`config.mk`:
```
export PLATFORM = sky130hd
export DESIGN_NAME = bf5_out_fifo
export DESIGN_NICKNAME = d
export VERILOG_FILES = /design/src/design/bf5_pkg.sv /design/src/design/bf5_out_fifo.sv
export SDC_FILE = /design/constraint.sdc
export NUM_CORES = 1
export LEC_CHECK = 0
export BUFFER_PORTS_ARGS = -buffer_cell sky130_fd_sc_hd__buf_2
export CAP_MARGIN = 20
export CORE_ASPECT_RATIO = 2
export CORE_MARGIN = 1.5
export CORE_UTILIZATION = 55
export DETAILED_ROUTE_END_ITERATION = 7
export GPL_ROUTABILITY_DRIVEN = 0
export PLACE_DENSITY = 0.78
export SYNTH_ARGS = -nofsm -noshare
export SYNTH_HDL_FRONTEND = slang
export SYNTH_SLANG_ARGS = --single-unit
```
`constraint.sdc`:
```
create_clock -name clk -period 6.25 [get_ports clk]
set_input_delay 0.9375 -clock clk [delete_from_list [all_inputs] [get_ports clk]]
set_output_delay 0.9375 -clock clk [all_outputs]
set_load 0.02 [all_outputs]
```
`src/design/bf5_pkg.sv`:
```
// Shared constants and types for the 5x5 box filter stream core.
`timescale 1ns / 1ps

package bf5_pkg;

	localparam int BF5_MAX_WIDTH = 1024;
	localparam int KERNEL_SIZE   = 5;
	localparam int CENTER_OFS    = KERNEL_SIZE / 2;
	localparam int DIM_MIN       = 5;
	localparam int DIM_MAX       = 1024;
	localparam int WIDTH_RESET   = 640;
	localparam int HEIGHT_RESET  = 480;

	localparam int PIX_W     = 8;
	localparam int LS_WORD_W = (KERNEL_SIZE - 1) * PIX_W;
	localparam int COLSUM_W  = 11;
	localparam int WSUM_W    = 13;

	// floor(x / 25) == (x * 5243) >> 17 for every x below 43690.
	localparam int DIV25_MUL   = 5243;
	localparam int DIV25_SHIFT = 17;
	localparam int PROD_W      = 2 * WSUM_W;

	localparam int OUT_DEPTH   = 8;
	localparam int OUT_TDATA_W = 32;
	localparam int OUT_PAD_W   = OUT_TDATA_W - PIX_W - 20;

	localparam logic REG_IMAGE_WIDTH  = 1'b0;
	localparam logic REG_IMAGE_HEIGHT = 1'b1;

	typedef struct packed {
		logic       has_res;
		logic [9:0] row;
		logic [9:0] col;
		logic       last;
	} bf5_tag_t;

	typedef struct packed {
		bf5_tag_t         tag;
		logic [PIX_W-1:0] smoothed;
	} bf5_result_t;

endpackage

```
`src/design/bf5_out_fifo.sv`:
```
// Small output queue that decouples the filter pipeline from the output stall.
`timescale 1ns / 1ps

module bf5_out_fifo import bf5_pkg::*; #(
	parameter int DEPTH = OUT_DEPTH,
	localparam int PW = $clog2(DEPTH),
	localparam int CW = $clog2(DEPTH + 1)
) (
	input  logic        clk,
	input  logic        arst_n,
	input  logic        push,
	input  bf5_result_t push_data,
	output logic        out_valid,
	input  logic        out_ready,
	output bf5_result_t out_data,
	output logic [CW-1:0] count
);

	bf5_result_t   store_q [DEPTH];
	logic [PW-1:0] wr_ptr_q, rd_ptr_q;
	logic [CW-1:0] count_q;
	logic          pop;

	assign out_valid = (count_q != '0);
	assign pop       = out_valid && out_ready;
	assign out_data  = store_q[rd_ptr_q];
	assign count     = count_q;

	always_ff @(posedge clk) begin
		if (push) begin
			store_q[wr_ptr_q] <= push_data;
		end
	end

	always_ff @(posedge clk or negedge arst_n) begin
		if (!arst_n) begin
			wr_ptr_q <= '0;
			rd_ptr_q <= '0;
			count_q  <= '0;
		end else begin
			if (push) begin
				wr_ptr_q <= (wr_ptr_q == PW'(DEPTH - 1)) ? '0 : wr_ptr_q + 1'b1;
			end
			if (pop) begin
				rd_ptr_q <= (rd_ptr_q == PW'(DEPTH - 1)) ? '0 : rd_ptr_q + 1'b1;
			end
			if (push && !pop) begin
				count_q <= count_q + 1'b1;
			end else if (pop && !push) begin
				count_q <= count_q - 1'b1;
			end
		end
	end

endmodule

```
# Word level (Yosys, flattened, before mapping)
# Memories as Yosys holds them, arrays and structs flattened.
# Index checks and enable logic that the tools add are counted.
# op_classes
mux,6
n_addsub,4
reduce_logical,7
n_eq_ne,2
# op_table
cell,count
$mux 4,2
$add 3x1->3 const B,2
$eq 3x3->1 const B,2
$mux 3,2
$add 4x1->4 const B,1
$reduce_bool 4->1,1
$sub 4x1->4 const B,1
$logic_and 1x1->1,3
$logic_not 1->1,2
$mux 1,2
$reduce_bool 2->1,1
# totals
mem_count,1
wordCells,23
out_inout_bits,35
regBits,10
input_bits,34
mem_bits_rw,240
# memory_table
memory,depth,word_bits,rd,rd_ports_with_merged_regs,wr,line_no,source
store_q,8,30,1,0,1,bf5_out_fifo.sv:19,bf5_result_t store_q [DEPTH];

# Longest topological paths before layout
# depth
word_depth,5
mapped_depth,7
depth_no_buf,7

# Worst setup path before layout
# OpenSTA, ideal clock, no wires.
# synth_timing
path_kind,input port to flip-flop
startpoint,input push
endpoint,"memory store_q[0][0] (netlist name), enable pin"
setup_time_ps,455
t_arrival_ps,3104
slack_ps,2692
stages,2
t_required_ps,5795
n_path_buf,0
path_cell_list,nand2b_1 -> nor3_1
# synth_between
elab_chain_len,2
# synth_lines
element,line_no,source
from (decl),bf5_out_fifo.sv:11,"input logic push,"
$mux 1,bf5_out_fifo.sv:30,if (push) begin
$mux 1 (implied by the code),bf5_out_fifo.sv:31,store_q[wr_ptr_q] <= push_data;
to (decl),bf5_out_fifo.sv:19,
# No other way between the ends.

==> summary.txt <==
Status
  • Run status: completed

Placement
  • PortBufs: 68
  • Pre-CTS WS: 3.04 ns
  • Detailed placer's ending HPWL: 10000 microns
  • Post-placement cell count: 684

Clocking
  • Gates resized, CTS repair: 0
  • Root Driver: clkbuf_16
  • Setup bufs post-CTS: 0
  • H-tree depth: 1
  • Worst skew pair latency: 0.50 ns
  • Bufs on Longest Clock Path: 3
  • CTS Buf Count: 21
  • Sink Count: 250
  • CTS hold repair buffers: 0
  • CTS tree: done
  • Clock edge transition at the registers on the reported setup and hold paths: 0.07 ns

Layout
  • Post-layout util: 63.4%
  • Antenna fix cells: 0
  • Fin cells: 721
  • Fin nets: 536
  • Fraction of layout cells with a size suffix above 1: 29.7%
  • Area added between synthesis and finish: 13.5%

GRT
  • Antenna violations before repair: 0
  • First-pass GRT wire length: 26700 microns
  • Total GRT Usage: 19.3%
  • Vias in the first global route: 4685
  • Congestion Overflow GR: 0
  • Largest net degree at the start of global routing: 64

Route
  • Aggregate routed wire length: 18000 microns
  • Iteration-0 DRC count of the detailed router: 239
  • TritonRoute pass-1 iters: 4
  • Antenna viol nets, final: 0
  • Routed vias/inst: 6.06
  • DR vias: 4367
  • # DRC: 0
  • WL/cell: 24.9 microns

Logic synthesis
  • Mapped Nets: 454
  • Post-synth top area share: 72.8%
  • Mux contribution to synthesized area: 19.9%
  • Synth Flop Type: edfxtp_1
  • Most instantiated cells after synthesis: 240 x edfxtp_1, 59 x mux4_1, 34 x mux2_2
  • Synth area leaders: edfxtp_1 73%, mux4_1 16%, mux2_2 3.9%
  • Largest family of logic cells by synthesized area: multiplexers
  • Gate Count Post-Synth: 412
  • Most common cell in the synthesized netlist: edfxtp_1
  • Ys async rst share: 4.00%
  • Mapped Area: 9900 sq um
  • Post-synth EDFFs: 240
  • Post-Synth Simple-Gate Area: 1.35%
  • Yosys reg bits: 250
  • Syn avg cell area: 24.0 sq um
  • Area leader, netlist: edfxtp_1
  • Post-synthesis cell type count: 26
  • Post-synthesis compound-gate area fraction: 0.872%
  • Post-Synth Adder-Cell Area: 1.09%
  • Post-synthesis sequential area ratio: 75.4%
  • Yosys warns: 0
  • Post-Synth XOR/XNOR Area: 0.177%

Worst setup path
  • Setup crit start kind: register
  • CP required: 5.31 ns
  • Peak fanout along the critical path: 63
  • WS Path Type: register to output pin
  • Critical path arrival: 2.79 ns
  • Crit end category: output pin

Power and ir drop
  • Internal power: 0.00360 W
  • Pwr dens: 458 nW/um^2
  • Flop pwr share: 46.0%
  • Peak supply drop: 0.283 mV
  • Sw frac: 30.0%
  • Total power: 0.00514 W
  • LEAKAGE: 3.84 nW
  • Comb pwr share: 28.2%
  • NetSw: 0.00154 W
  • Clock share of power: 25.8%

Die
  • Die height: 193 microns
  • Row count: 69
  • Die X: 97.8 microns
  • Effective utilization at floorplan: 55.9%
  • I/O pin cnt: 69
  • CORE AREA: 17700 sq um
  • Die area: 18900 sq um

Worst hold path
  • Hold/Removal Path Class: input port to async pin

STA
  • Worst slew pin tran: 1.04 ns
  • Clk_skew: 0.00536 ns
  • Setup-failing EPs final: 0
  • Max Fclk: 268 MHz
  • Post-layout min period: 3.73 ns
  • Period utilization: 59.6%
  • Final Hold Viols: 0
  • Slew Viols, Final: 0
  • Rel. slew slack: 30.6%
  • RSZ-0062 raised after global routing: no
  • TNS Setup: 0 ns
  • Final worst slack: 2.52 ns

Flow run
  • Max Cap Viol: 0
critical path: stages, from the launching register on:
cell and delay, ns:
dfrtp_4 1.10, mux4_1 0.68, mux2_2 0.30, buf_2 0.17
path summary, 6_finish.rpt:
path                             start      endpoint  slack [ns]  depth (start not counted)
setup / recovery           rd_ptr_q[0]  out_data[14]        2.52                          3
hold / removal                  arst_n      count[2]        0.28                          1
setup reg to reg              count[0]      count[3]        3.55                          7
hold reg to reg            wr_ptr_q[2]   wr_ptr_q[2]        0.58                          1
max in group asynchronous       arst_n   rd_ptr_q[0]        5.75                          1
min in group clk           wr_ptr_q[2]   wr_ptr_q[2]        0.58                          1
sequential cells by signal (all words and copies together), names as in the netlist:
name	count
rd_ptr_q	3
store_q	240
wr_ptr_q	3
count	4
routing by layer:
| metal | GRT usage, % | up-vias | share of wire (%) |
|---|---|---|---|
| met4 | 7.69 | 0 | 2.7 |
| met2 | 36.1 | 119 | 56 |
| li1 | - | 1959 | - |
| met3 | 2.90 | 34 | 4.5 |
| met1 | 21.9 | 2255 | 37 |
| met5 | 0 | - | 0 |
final cells by class:
| type | instances | area (sq um) |
|---|---|---|
| Clock inverter | 10 | 148 |
| Multi-Input combinational cell | 142 | 2370 |
| Inverter | 2 | 7.51 |
| Clock buffer | 27 | 548 |
| Sequential cell | 250 | 7460 |
| Timing Repair Buffer | 77 | 428 |
| Fill cell | 1135 | 6470 |
| Tap cell | 213 | 267 |
cells by family (layout without fill, tap and decap cells):
kind of cell / Yosys count / count (layout)
simple gates: 27 / 27
compound gates: 10 / 10
xor+xnor: 2 / 2
buf+inv: 20 / 116
fa+ha+maj: 8 / 8
flops: 250 / 250
mux: 95 / 95
layout by cell type (no fill, tap or decap), types with 2 or more instances in the layout:
cell / count
nand3_1: 2
nand3b_1: 2
mux4_1: 59
ha_1: 7
nor3_2: 2
buf_2: 68
inv_1: 2
nor3_1: 2
clkbuf_1: 6
nand2b_1: 3
xnor2_1: 2
a21oi_1: 2
or4_1: 2
clkinv_1: 4
edfxtp_1: 240
o211ai_1: 2
dfrtp_1: 7
nor2_4: 6
nand2_1: 6
bufinv_16: 4
mux2_2: 34
clkbuf_16: 21
dfrtp_2: 2
buf_4: 8
o21ai_0: 3
stage by stage:
stage | instance area, sq um | hold WS, ns
floorplan | 9900 | 0.524
global placement | 10500 | 0.543
detailed placement | 10500 | 0.559
CTS | 11200 | 0.274
global route | 11200 | 0.292
finish | 11200 | 0.282
power by group through the flow:
stage | combinational [W] | clock [W] | sequential, W
CTS | 0.00148 | 0.00135 | 0.00237
floorplan | 0.00118 | 0 | 0.00223
finish | 0.00145 | 0.00133 | 0.00236
global route | 0.00155 | 0.00142 | 0.00239
global placement | 0.00142 | 0 | 0.00238
detailed placement | 0.00147 | 0 | 0.00240
Note: power is estimated with default switching activity, not from simulation.
