$ cat src/design/bf5_pkg.sv
// Shared constants and types for the 5x5 box filter stream core.
`timescale 1ns / 1ps

package bf5_pkg;

	localparam int BF5_MAX_WIDTH = 1024;
	localparam int KERNEL_SIZE   = 5;
	localparam int CENTER_OFS    = KERNEL_SIZE / 2;
	localparam int DIM_MIN       = 5;
	localparam int DIM_MAX       = 1024;
	localparam int WIDTH_RESET   = 640;
	localparam int HEIGHT_RESET  = 480;

	localparam int PIX_W     = 8;
	localparam int LS_WORD_W = (KERNEL_SIZE - 1) * PIX_W;
	localparam int COLSUM_W  = 11;
	localparam int WSUM_W    = 13;

	// floor(x / 25) == (x * 5243) >> 17 for every x below 43690.
	localparam int DIV25_MUL   = 5243;
	localparam int DIV25_SHIFT = 17;
	localparam int PROD_W      = 2 * WSUM_W;

	localparam int OUT_DEPTH   = 8;
	localparam int OUT_TDATA_W = 32;
	localparam int OUT_PAD_W   = OUT_TDATA_W - PIX_W - 20;

	localparam logic REG_IMAGE_WIDTH  = 1'b0;
	localparam logic REG_IMAGE_HEIGHT = 1'b1;

	typedef struct packed {
		logic       has_res;
		logic [9:0] row;
		logic [9:0] col;
		logic       last;
	} bf5_tag_t;

	typedef struct packed {
		bf5_tag_t         tag;
		logic [PIX_W-1:0] smoothed;
	} bf5_result_t;

endpackage

$ cat src/design/bf5_window_sum.sv
// Column sums, running 5x5 window sum and the divide by 25.
`timescale 1ns / 1ps

module bf5_window_sum import bf5_pkg::*; (
	input  logic                 clk,
	input  logic                 arst_n,
	input  logic                 in_valid,
	input  bf5_tag_t             in_tag,
	input  logic [LS_WORD_W-1:0] in_lines,
	input  logic [PIX_W-1:0]     in_pixel,
	output logic [2:0]           stage_valid,
	output logic                 out_valid,
	output bf5_result_t          out_result
);

	logic [COLSUM_W-1:0] colsum;
	logic [COLSUM_W-1:0] colsum_s2;
	logic [COLSUM_W-1:0] cs_q [KERNEL_SIZE-1];
	logic [WSUM_W-1:0]   wsum;
	logic [WSUM_W-1:0]   sum_s3;
	logic [PROD_W-1:0]   prod;
	logic                valid_s2, valid_s3, valid_s4;
	bf5_tag_t            tag_s2, tag_s3, tag_s4;
	logic [PIX_W-1:0]    smoothed_s4;

	always_comb begin
		colsum = COLSUM_W'(in_pixel);
		for (int i = 0; i < KERNEL_SIZE - 1; i++) begin
			colsum = colsum + COLSUM_W'(in_lines[i*PIX_W +: PIX_W]);
		end
	end

	// The window is held as its five column sums; the newest column is colsum_s2.
	always_comb begin
		wsum = WSUM_W'(colsum_s2);
		for (int i = 0; i < KERNEL_SIZE - 1; i++) begin
			wsum = wsum + WSUM_W'(cs_q[i]);
		end
	end

	assign prod = PROD_W'(sum_s3) * PROD_W'(DIV25_MUL);

	always_ff @(posedge clk or negedge arst_n) begin
		if (!arst_n) begin
			valid_s2 <= 1'b0;
			valid_s3 <= 1'b0;
			valid_s4 <= 1'b0;
			for (int i = 0; i < KERNEL_SIZE - 1; i++) begin
				cs_q[i] <= '0;
			end
		end else begin
			valid_s2 <= in_valid;
			valid_s3 <= valid_s2;
			valid_s4 <= valid_s3;
			if (valid_s2) begin
				for (int i = 0; i < KERNEL_SIZE - 2; i++) begin
					cs_q[i] <= cs_q[i+1];
				end
				cs_q[KERNEL_SIZE-2] <= colsum_s2;
			end
		end
	end

	always_ff @(posedge clk) begin
		colsum_s2   <= colsum;
		tag_s2      <= in_tag;
		sum_s3      <= wsum;
		tag_s3      <= tag_s2;
		smoothed_s4 <= prod[DIV25_SHIFT +: PIX_W];
		tag_s4      <= tag_s3;
	end

	assign stage_valid         = {valid_s4, valid_s3, valid_s2};
	assign out_valid           = valid_s4;
	assign out_result.tag      = tag_s4;
	assign out_result.smoothed = smoothed_s4;

endmodule

$ cat config.mk
export PLATFORM = sky130hd
export DESIGN_NAME = bf5_window_sum
export DESIGN_NICKNAME = d
export VERILOG_FILES = /design/src/design/bf5_pkg.sv /design/src/design/bf5_window_sum.sv
export SDC_FILE = /design/constraint.sdc
export NUM_CORES = 1
export LEC_CHECK = 0
export BUFFER_PORTS_ARGS = -buffer_cell sky130_fd_sc_hd__buf_2
export CELL_PAD_IN_SITES_DETAIL_PLACEMENT = 2
export CELL_PAD_IN_SITES_GLOBAL_PLACEMENT = 2
export CORE_UTILIZATION = 40
export CTS_BUF_LIST = sky130_fd_sc_hd__clkbuf_8
export DETAILED_ROUTE_END_ITERATION = 8
export PLACE_DENSITY = 0.81
export SYNTH_ARGS = -nofsm -noshare
export SYNTH_HDL_FRONTEND = slang
export SYNTH_SLANG_ARGS = --single-unit
$ cat constraint.sdc
create_clock -name clk -period 5.4 [get_ports clk]
set_input_delay 0.54 -clock clk [delete_from_list [all_inputs] [get_ports clk]]
set_output_delay 0.54 -clock clk [all_outputs]
set_load 0.03 [all_outputs]
# After elaboration in Yosys (flattened, before gate mapping)
# Index checks and enable logic that the tools add are counted.
[op_classes]
n_addsub = 8
mul = 1
[ops]
columns = ["operator", "count"]
rows = [
  ["adder 13 x 11 -> 13 bit", 2],
  ["multiplier 13 x 13 -> 25 bit (second input constant)", 1],
  ["adder 12 x 11 -> 13 bit", 1],
  ["adder 11 x 11 -> 12 bit", 1],
  ["adder 10 x 8 -> 11 bit", 1],
  ["adder 11 x 8 -> 11 bit", 1],
  ["adder 9 x 8 -> 10 bit", 1],
  ["adder 8 x 8 -> 9 bit", 1],
]
[word_totals]
reg_bits = 145
inputBits = 65
wordCells = 31

# Logic depth before layout (Yosys ltp)
# Gate-level depths: netlist of the first run.
[logic_depth]
ltp_word = 4
depth_mapped = 19
mapped_depth_nobuf = 19

# Worst setup path after synthesis of the first run
# OpenSTA, ideal clock, no wires.
[synth_path]
path_type = "register to register"
startpoint = "register sum_s3[10]"
endpoint = "register smoothed_s4[7]"
arrival_time_ns = 4.470
setup_slack_ns = 0.858
path_stages_with_launch = 18
path_cell_list = "dfxtp_1 -> fa_1 -> ha_1 -> inv_1 -> fa_1 -> inv_1 -> fa_1 -> inv_1 -> fa_1 -> inv_1 -> ha_1 -> a21o_1 -> a221oi_2 -> o21ai_1 -> a311oi_2 -> o21bai_2 -> a21oi_2 -> xnor2_1"
[synth_via]
elab_chain_len = 1
[synth_rtl]
columns = ["element", "line", "text"]
rows = [
  ["start: declaration", "bf5_window_sum.sv:20", "logic [WSUM_W-1:0] sum_s3;"],
  ["start signal: assignment", "bf5_window_sum.sv:67", "sum_s3 <= wsum;"],
  ["multiplier 13 x 13 -> 25 bit", "bf5_window_sum.sv:41", "assign prod = PROD_W'(sum_s3) * PROD_W'(DIV25_MUL);"],
  ["net prod[24]", "bf5_window_sum.sv:21", "logic [PROD_W-1:0] prod;"],
  ["end signal: assignment", "bf5_window_sum.sv:69", "smoothed_s4 <= prod[DIV25_SHIFT +: PIX_W];"],
  ["end: declaration", "bf5_window_sum.sv:24", "logic [PIX_W-1:0] smoothed_s4;"],
]
# The timed path passes the listed nets, and every way through them passes these cells.
# A chain may end at the register's enable or synchronous reset.

# Final worst setup path of the first run
# Ends and elaborated chain as after synthesis.

==> flow_summary.json, run 1 <==
{
  "area_growth_syn_to_layout_pct": 14.2,
  "max_freq_mhz": 201,
  "ys.flop_type": "dfxtp_1",
  "drt_pass1_iterations": 4,
  "cp_slowest_stage_delay_ns": 0.61,
  "hold_buffers": 0,
  "setup_tns_ns": 0,
  "rows": 53,
  "top_layer": "met4",
  "fin_ws_ns": 0.430,
  "h-tree-depth": 4,
  "final_nets": 1070,
  "clk_pin_slew_ns": 0.10,
  "die-width_microns": 149,
  "vias": 5042,
  "grt_max_degree": 48,
  "hp-class": "in2reg",
  "clk_root_buffer_cell": "clkbuf_8",
  "crit_arrival_ns": 5.36,
  "synth.distinct_cells": 40,
  "clockBufferDepth": 2,
  "ctsResizeCount": 0,
  "dp_hpwl_microns": 15800,
  "clock_latency_ns": 0.46,
  "io_pins": 99,
  "initial_utilization": 0.408,
  "status": "complete, no violations",
  "ys_seq_area_frac": 0.365,
  "final_max_slew_viol_count": 0,
  "drive_gt1_frac": 0.226,
  "worst_setup_path_start_kind": "register",
  "fin_hold_ws_ns": 0.166,
  "cts_tree": "yes",
  "die_h_microns": 149,
  "place_area_sq_um": 9390,
  "crit_chain": "fa_1 -> ha_1 -> inv_1 -> fa_1 -> inv_1 -> fa_1 -> inv_1 -> fa_1 -> inv_1 -> ha_1 -> and3_1 -> a221oi_2 -> o21ai_1 -> a311oi_2 -> o21bai_2 -> a21oi_2 -> xnor2_1",
  "syn_inst": 669,
  "ys_warn_count": 0,
  "final_hold_viol_count": 0,
  "postSynthRegisterBits": 145,
  "die_area_sq_um": 22100,
  "wl_microns": 18500,
  "setup_violations": 0,
  "wire_per_inst_microns": 17.4,
  "drt_iter0_drc": 115,
  "worst-slew-pin-transition_ns": 1.08,
  "slew_headroom": 0.277,
  "fin_skew_ns": 0.0216,
  "period_minus_slack_ns": 4.97,
  "syn_nets": 960,
  "path_class": "reg2reg",
  "via_per_inst": 4.73,
  "worst_setup_path_end_kind": "register",
  "required_ns": 5.79,
  "fp.coreArea_sq_um": 21000,
  "synthArstFlopShare": 0.324,
  "route.met3.wl_microns": 520,
  "gr-usage-all-layers": 0.187,
  "period_share": 0.920,
  "rsz0062_at_grt": "no",
  "diodes": 0,
  "cts_setup_buffers": 0,
  "ant_nets": 0,
  "final_area_sq_um": 9810,
  "grt_overflow": 0,
  "clock_sink_count": 145,
  "syn_avg_cell_area_sq_um": 12.8,
  "maxCapViolations": 0,
  "wl_met2_microns": 10500,
  "slowest_stage": "dfxtp_1",
  "grt_pass1_vias": 6215,
  "worst-path-max-fanout": 7,
  "post-place-ws_ns": 0.406,
  "m1WireLength_microns": 7080,
  "routabilityCongestion": 0.867,
  "grt_pass1_wl_microns": 31100,
  "numPortBuffers": 98,
  "antenna_found_initial": 0,
  "numCtsBuffers": 17,
  "remaining_drc_errors": 0,
  "synth_area_sq_um": 8590,
  "synth_edf_count": 0
}
==> synthesized netlist by cell type (all sizes together) (3+ instances only) <==
library cell	instances	area, sq um
dfxtp	98	1960
buf	5	30.0
and3	3	18.8
nor4	3	18.8
xor2	9	78.8
o21ai	13	65.1
a21o	4	30.0
ha	115	1440
inv	127	477
a21oi	18	93.8
mux2	43	484
o21a	3	22.5
xnor2	17	149
fa	111	2220
nand3	4	20.0
dfrtp	47	1180
clkbuf	3	11.3
o21bai	5	41.3
nor3	5	25.0
nor2	7	26.3
nand2	11	41.3
==> path summary, 6_finish.rpt <==
path / from / endpoint / slack [ns] / cells after the start
max: sum_s3[10] / smoothed_s4[7] / 0.43 / 17
min: in_tag[16] / tag_s2[16] / 0.17 / 1
max reg2reg: sum_s3[10] / smoothed_s4[7] / 0.43 / 17
min reg2reg: tag_s3[12] / out_result[20] / 0.33 / 0
max in group asynchronous: arst_n / cs_q[0] / 4.45 / 1
min in group asynchronous: arst_n / valid_s2 / 0.27 / 1
==> critical path, delay by kind of cell, from the launching register on <==
kind                     cells  cell delay [ns]
AO/OA/AOI/OAI                5             1.03
adder cells (fa/ha/maj)      6             2.70
flip-flops                   1             0.61
XOR/XNOR                     1             0.14
buffers and inverters        4             0.23
AND/OR/NAND/NOR              1             0.22
==> flip-flops by register name (all words and copies together), names as in the netlist <==
register and flops:
cs_q 44, out_result 22, tag_s2 22, tag_s3 22, sum_s3 13, colsum_s2 11
smoothed_s4 8, out_valid 1, valid_s2 1, valid_s3 1
==> per-stage QoR <==
stage,cells,util
final,1067,0.467
after global routing,1067,0.467
after detailed placement,1035,0.447
after floorplan,669,-
after global placement,1035,0.447
after CTS,1067,0.467
==> layout by cell type (no fill, tap or decap), types with 2 or more instances in the layout <==
master / netlist / layout
fa_1: 111 / 111
nand3_1: 4 / 4
clkinv_8: 0 / 7
a21o_1: 4 / 4
and3_1: 3 / 3
xnor2_1: 17 / 17
inv_8: 0 / 2
nor3_1: 5 / 5
a21oi_1: 17 / 17
buf_2: 0 / 98
dfrtp_1: 47 / 47
o21bai_1: 4 / 4
nor2b_1: 2 / 2
a31oi_1: 2 / 2
inv_1: 127 / 127
nor2_1: 7 / 7
nand2b_1: 2 / 2
clkbuf_8: 0 / 17
mux2_2: 43 / 43
o21a_1: 3 / 3
inv_6: 0 / 4
nor4_1: 3 / 3
dfxtp_1: 98 / 98
ha_1: 115 / 115
o21ai_0: 10 / 10
nand2_1: 11 / 11
o21ai_1: 3 / 3
xor2_1: 9 / 9
==> layout make-up <==
| cell class | count | area [sq um] |
|---|---|---|
| fill | 2104 | 11200 |
| multi-input combinational | 389 | 4930 |
| sequential | 145 | 3140 |
| timing repair buffer | 99 | 498 |
| inverter | 127 | 477 |
| tap | 275 | 344 |
| clock buffer | 17 | 234 |
| clock inverter | 15 | 186 |
==> routing by layer <==
| layer | global-route usage | vias up |
|---|---|---|
| met3 | 0.0390 | 28 |
| met4 | 0.0675 | 0 |
| met2 | 0.355 | 86 |
| met5 | 0 | - |
| li1 | - | 2367 |
| met1 | 0.203 | 2561 |
==> logic make-up (layout without fill, tap and decap cells) <==
| group | after synthesis | count (layout) | share of synthesized area |
|---|---|---|---|
| buffers and inverters | 135 | 258 | 0.0603 |
| AOI/OAI and AO/OA | 54 | 54 | 0.0418 |
| DFF | 145 | 145 | 0.365 |
| and+or+nand+nor | 39 | 39 | 0.0219 |
| xor gates and xnor gates | 26 | 26 | 0.0265 |
| adders and majority gates | 226 | 226 | 0.426 |
| muxes | 44 | 44 | 0.0576 |
Power of run 1 is not shown: default switching activity piles up to over one toggle a cycle in this logic, so the estimate is an artifact.
==> run 2, diff against run 1 <==
==> config.mk (replaced) <==
export PLATFORM = sky130hd
export DESIGN_NAME = bf5_window_sum
export DESIGN_NICKNAME = d
export VERILOG_FILES = /design/src/design/bf5_pkg.sv /design/src/design/bf5_window_sum.sv
export SDC_FILE = /design/constraint.sdc
export NUM_CORES = 1
export LEC_CHECK = 0
export CELL_PAD_IN_SITES_DETAIL_PLACEMENT = 2
export CELL_PAD_IN_SITES_GLOBAL_PLACEMENT = 2
export CORE_UTILIZATION = 46
export CTS_BUF_LIST = sky130_fd_sc_hd__clkbuf_8
export DETAILED_ROUTE_END_ITERATION = 8
export DONT_BUFFER_PORTS = 1
export HOLD_SLACK_MARGIN = 0.15
export PLACE_DENSITY = 0.85
export SYNTH_ARGS = -nofsm -noshare
export SYNTH_HDL_FRONTEND = slang
export SYNTH_SLANG_ARGS = --single-unit
==> run 2 against run 1 <==
The run now ends with design-rule violations left. Utilization increased by 5.9 points. Critical path depth unchanged. Non-clock buffer count decreased by 74. Count of clock-buffer cells in the layout unchanged. Register-to-register slack about the same. Final area decreased by 2.8%. Sequential share of layout area increased by 0.95 points. Hold slack improved by 0.029 ns. Die area decreased by 13%. Via count increased by 2.3%. Maximum frequency decreased by 0.28%. First-iteration DRC count increased by 51%. Critical path type unchanged. Largest cell class unchanged.
==> flow_summary.json, run 2 (same netlist as run 1, synthesis figures left out) <==
{
  "cts_setup_buffers": 0,
  "slew_headroom": 0.209,
  "clk_pin_slew_ns": 0.11,
  "period_share": 0.923,
  "clock_latency_ns": 0.48,
  "numCtsBuffers": 17,
  "wl_microns": 25700,
  "hold_buffers": 25,
  "largest_register_ffs": 44,
  "setup_violations": 0,
  "die_area_sq_um": 19200,
  "grt_pass1_vias": 6576,
  "rsz0062_at_grt": "no",
  "antenna_found_initial": 1,
  "regMostFlops": "cs_q",
  "worst_setup_path_start_kind": "register",
  "final_cell_mix": "inv_1 (127), ha_1 (115), fa_1 (111)",
  "diodes": 0,
  "critical-path-top-delay-family": "adder cells",
  "period_minus_slack_ns": 4.98,
  "path_class": "reg2reg",
  "clk_root_buffer_cell": "clkbuf_8",
  "setup_tns_ns": 0,
  "vias": 5157,
  "clockBufferDepth": 2,
  "clock_sink_count": 145,
  "final_nets": 996,
  "routabilityCongestion": 0.842,
  "crit_chain": "fa_1 -> ha_1 -> inv_1 -> fa_1 -> inv_1 -> fa_1 -> inv_1 -> fa_1 -> inv_1 -> ha_1 -> a21o_1 -> a221oi_2 -> o21ai_1 -> a311oi_2 -> o21bai_2 -> a21oi_2 -> xnor2_1",
  "ctsResizeCount": 0,
  "crit_arrival_ns": 5.39,
  "final_hold_viol_count": 0,
  "grt_overflow": 0,
  "rows": 49,
  "fillers": 1673,
  "area_growth_syn_to_layout_pct": 11.0,
  "drt_pass1_iterations": 6,
  "remaining_drc_errors": 4,
  "ant_nets": 0,
  "maxCapViolations": 0,
  "top_layer": "met5",
  "via_per_inst": 5.45,
  "required_ns": 5.81,
  "gr-usage-all-layers": 0.290,
  "final_max_slew_viol_count": 0,
  "initial_utilization": 0.473,
  "m1WireLength_microns": 9170,
  "grt_pass1_wl_microns": 40000,
  "final_common_cell": "inv_1",
  "io_pins": 99,
  "h-tree-depth": 4,
  "worst-path-max-fanout": 7,
  "hp-class": "in2reg",
  "worst-slew-pin-transition_ns": 1.19,
  "wl_met2_microns": 14300,
  "slowest_stage": "dfxtp_1",
  "numPortBuffers": 0,
  "grt_max_degree": 48,
  "fin_skew_ns": 0.0230,
  "violations": "design-rule violations",
  "wire_per_inst_microns": 27.1,
  "max_freq_mhz": 201,
  "critPathBufInv": 4,
  "cts_tree": "yes",
  "dp_hpwl_microns": 15400,
  "die_h_microns": 139,
  "drive_gt1_frac": 0.114,
  "fp.coreArea_sq_um": 18100,
  "worst_setup_path_end_kind": "register",
  "route.met3.wl_microns": 861,
  "cp_slowest_stage_delay_ns": 0.62,
  "status": "finished, violations left",
  "drt_iter0_drc": 174,
  "die-width_microns": 139
}
run 2: cell count changes in the layout (fill, tap and decap cells not counted), sizes merged:
cell,change
buf,-98
dlygate4sd3,+24
inv,-2
clkinv,+1
clkinvlp,+1
run 2: metrics by stage:
stage / utilization / hold slack [ns] / area, sq um / worst slack, ns / cells
6_report: 0.525 / 0.195 / 9530 / 0.416 / 947
5_1_grt: 0.525 / 0.178 / 9530 / 0.228 / 947
4_1_cts: 0.525 / 0.195 / 9530 / 0.412 / 947
3_5_place_dp: 0.487 / 0.245 / 8830 / 0.424 / 890
3_3_place_gp: 0.487 / 0.246 / 8830 / 0.652 / 890
2_1_floorplan: - / 0.244 / 8590 / 0.858 / 669
run 2: area by class of cell:
cell class,count,area (sq um),share of cell area
multi-input cells,389,4930,0.517
flip-flops and latches,145,3140,0.329
inverters,127,477,0.0500
well taps,229,287,0.0301
repair buffers,25,268,0.0281
clock buffers,17,234,0.0246
clock inverters,15,195,0.0205
run 2: worst paths after layout:
check                            start        endpoint  slack, ns  cells past startpoint
setup / recovery            sum_s3[10]  smoothed_s4[7]       0.42                     17
hold / removal             in_pixel[0]    colsum_s2[0]       0.19                      1
setup reg to reg            sum_s3[10]  smoothed_s4[7]       0.42                     17
hold reg to reg              tag_s2[5]       tag_s3[5]       0.34                      0
max in group asynchronous       arst_n       out_valid       4.58                      2
min in group asynchronous       arst_n        cs_q[12]       0.58                      2
run 2: metal layers:
layer  global-route usage  vias to the layer above
li1                     -                     2217
met5                    0                        -
met4                0.171                        2
met3               0.0539                       88
met1                0.293                     2682
met2                0.555                      168
Power of run 2 is left out for the same reason.
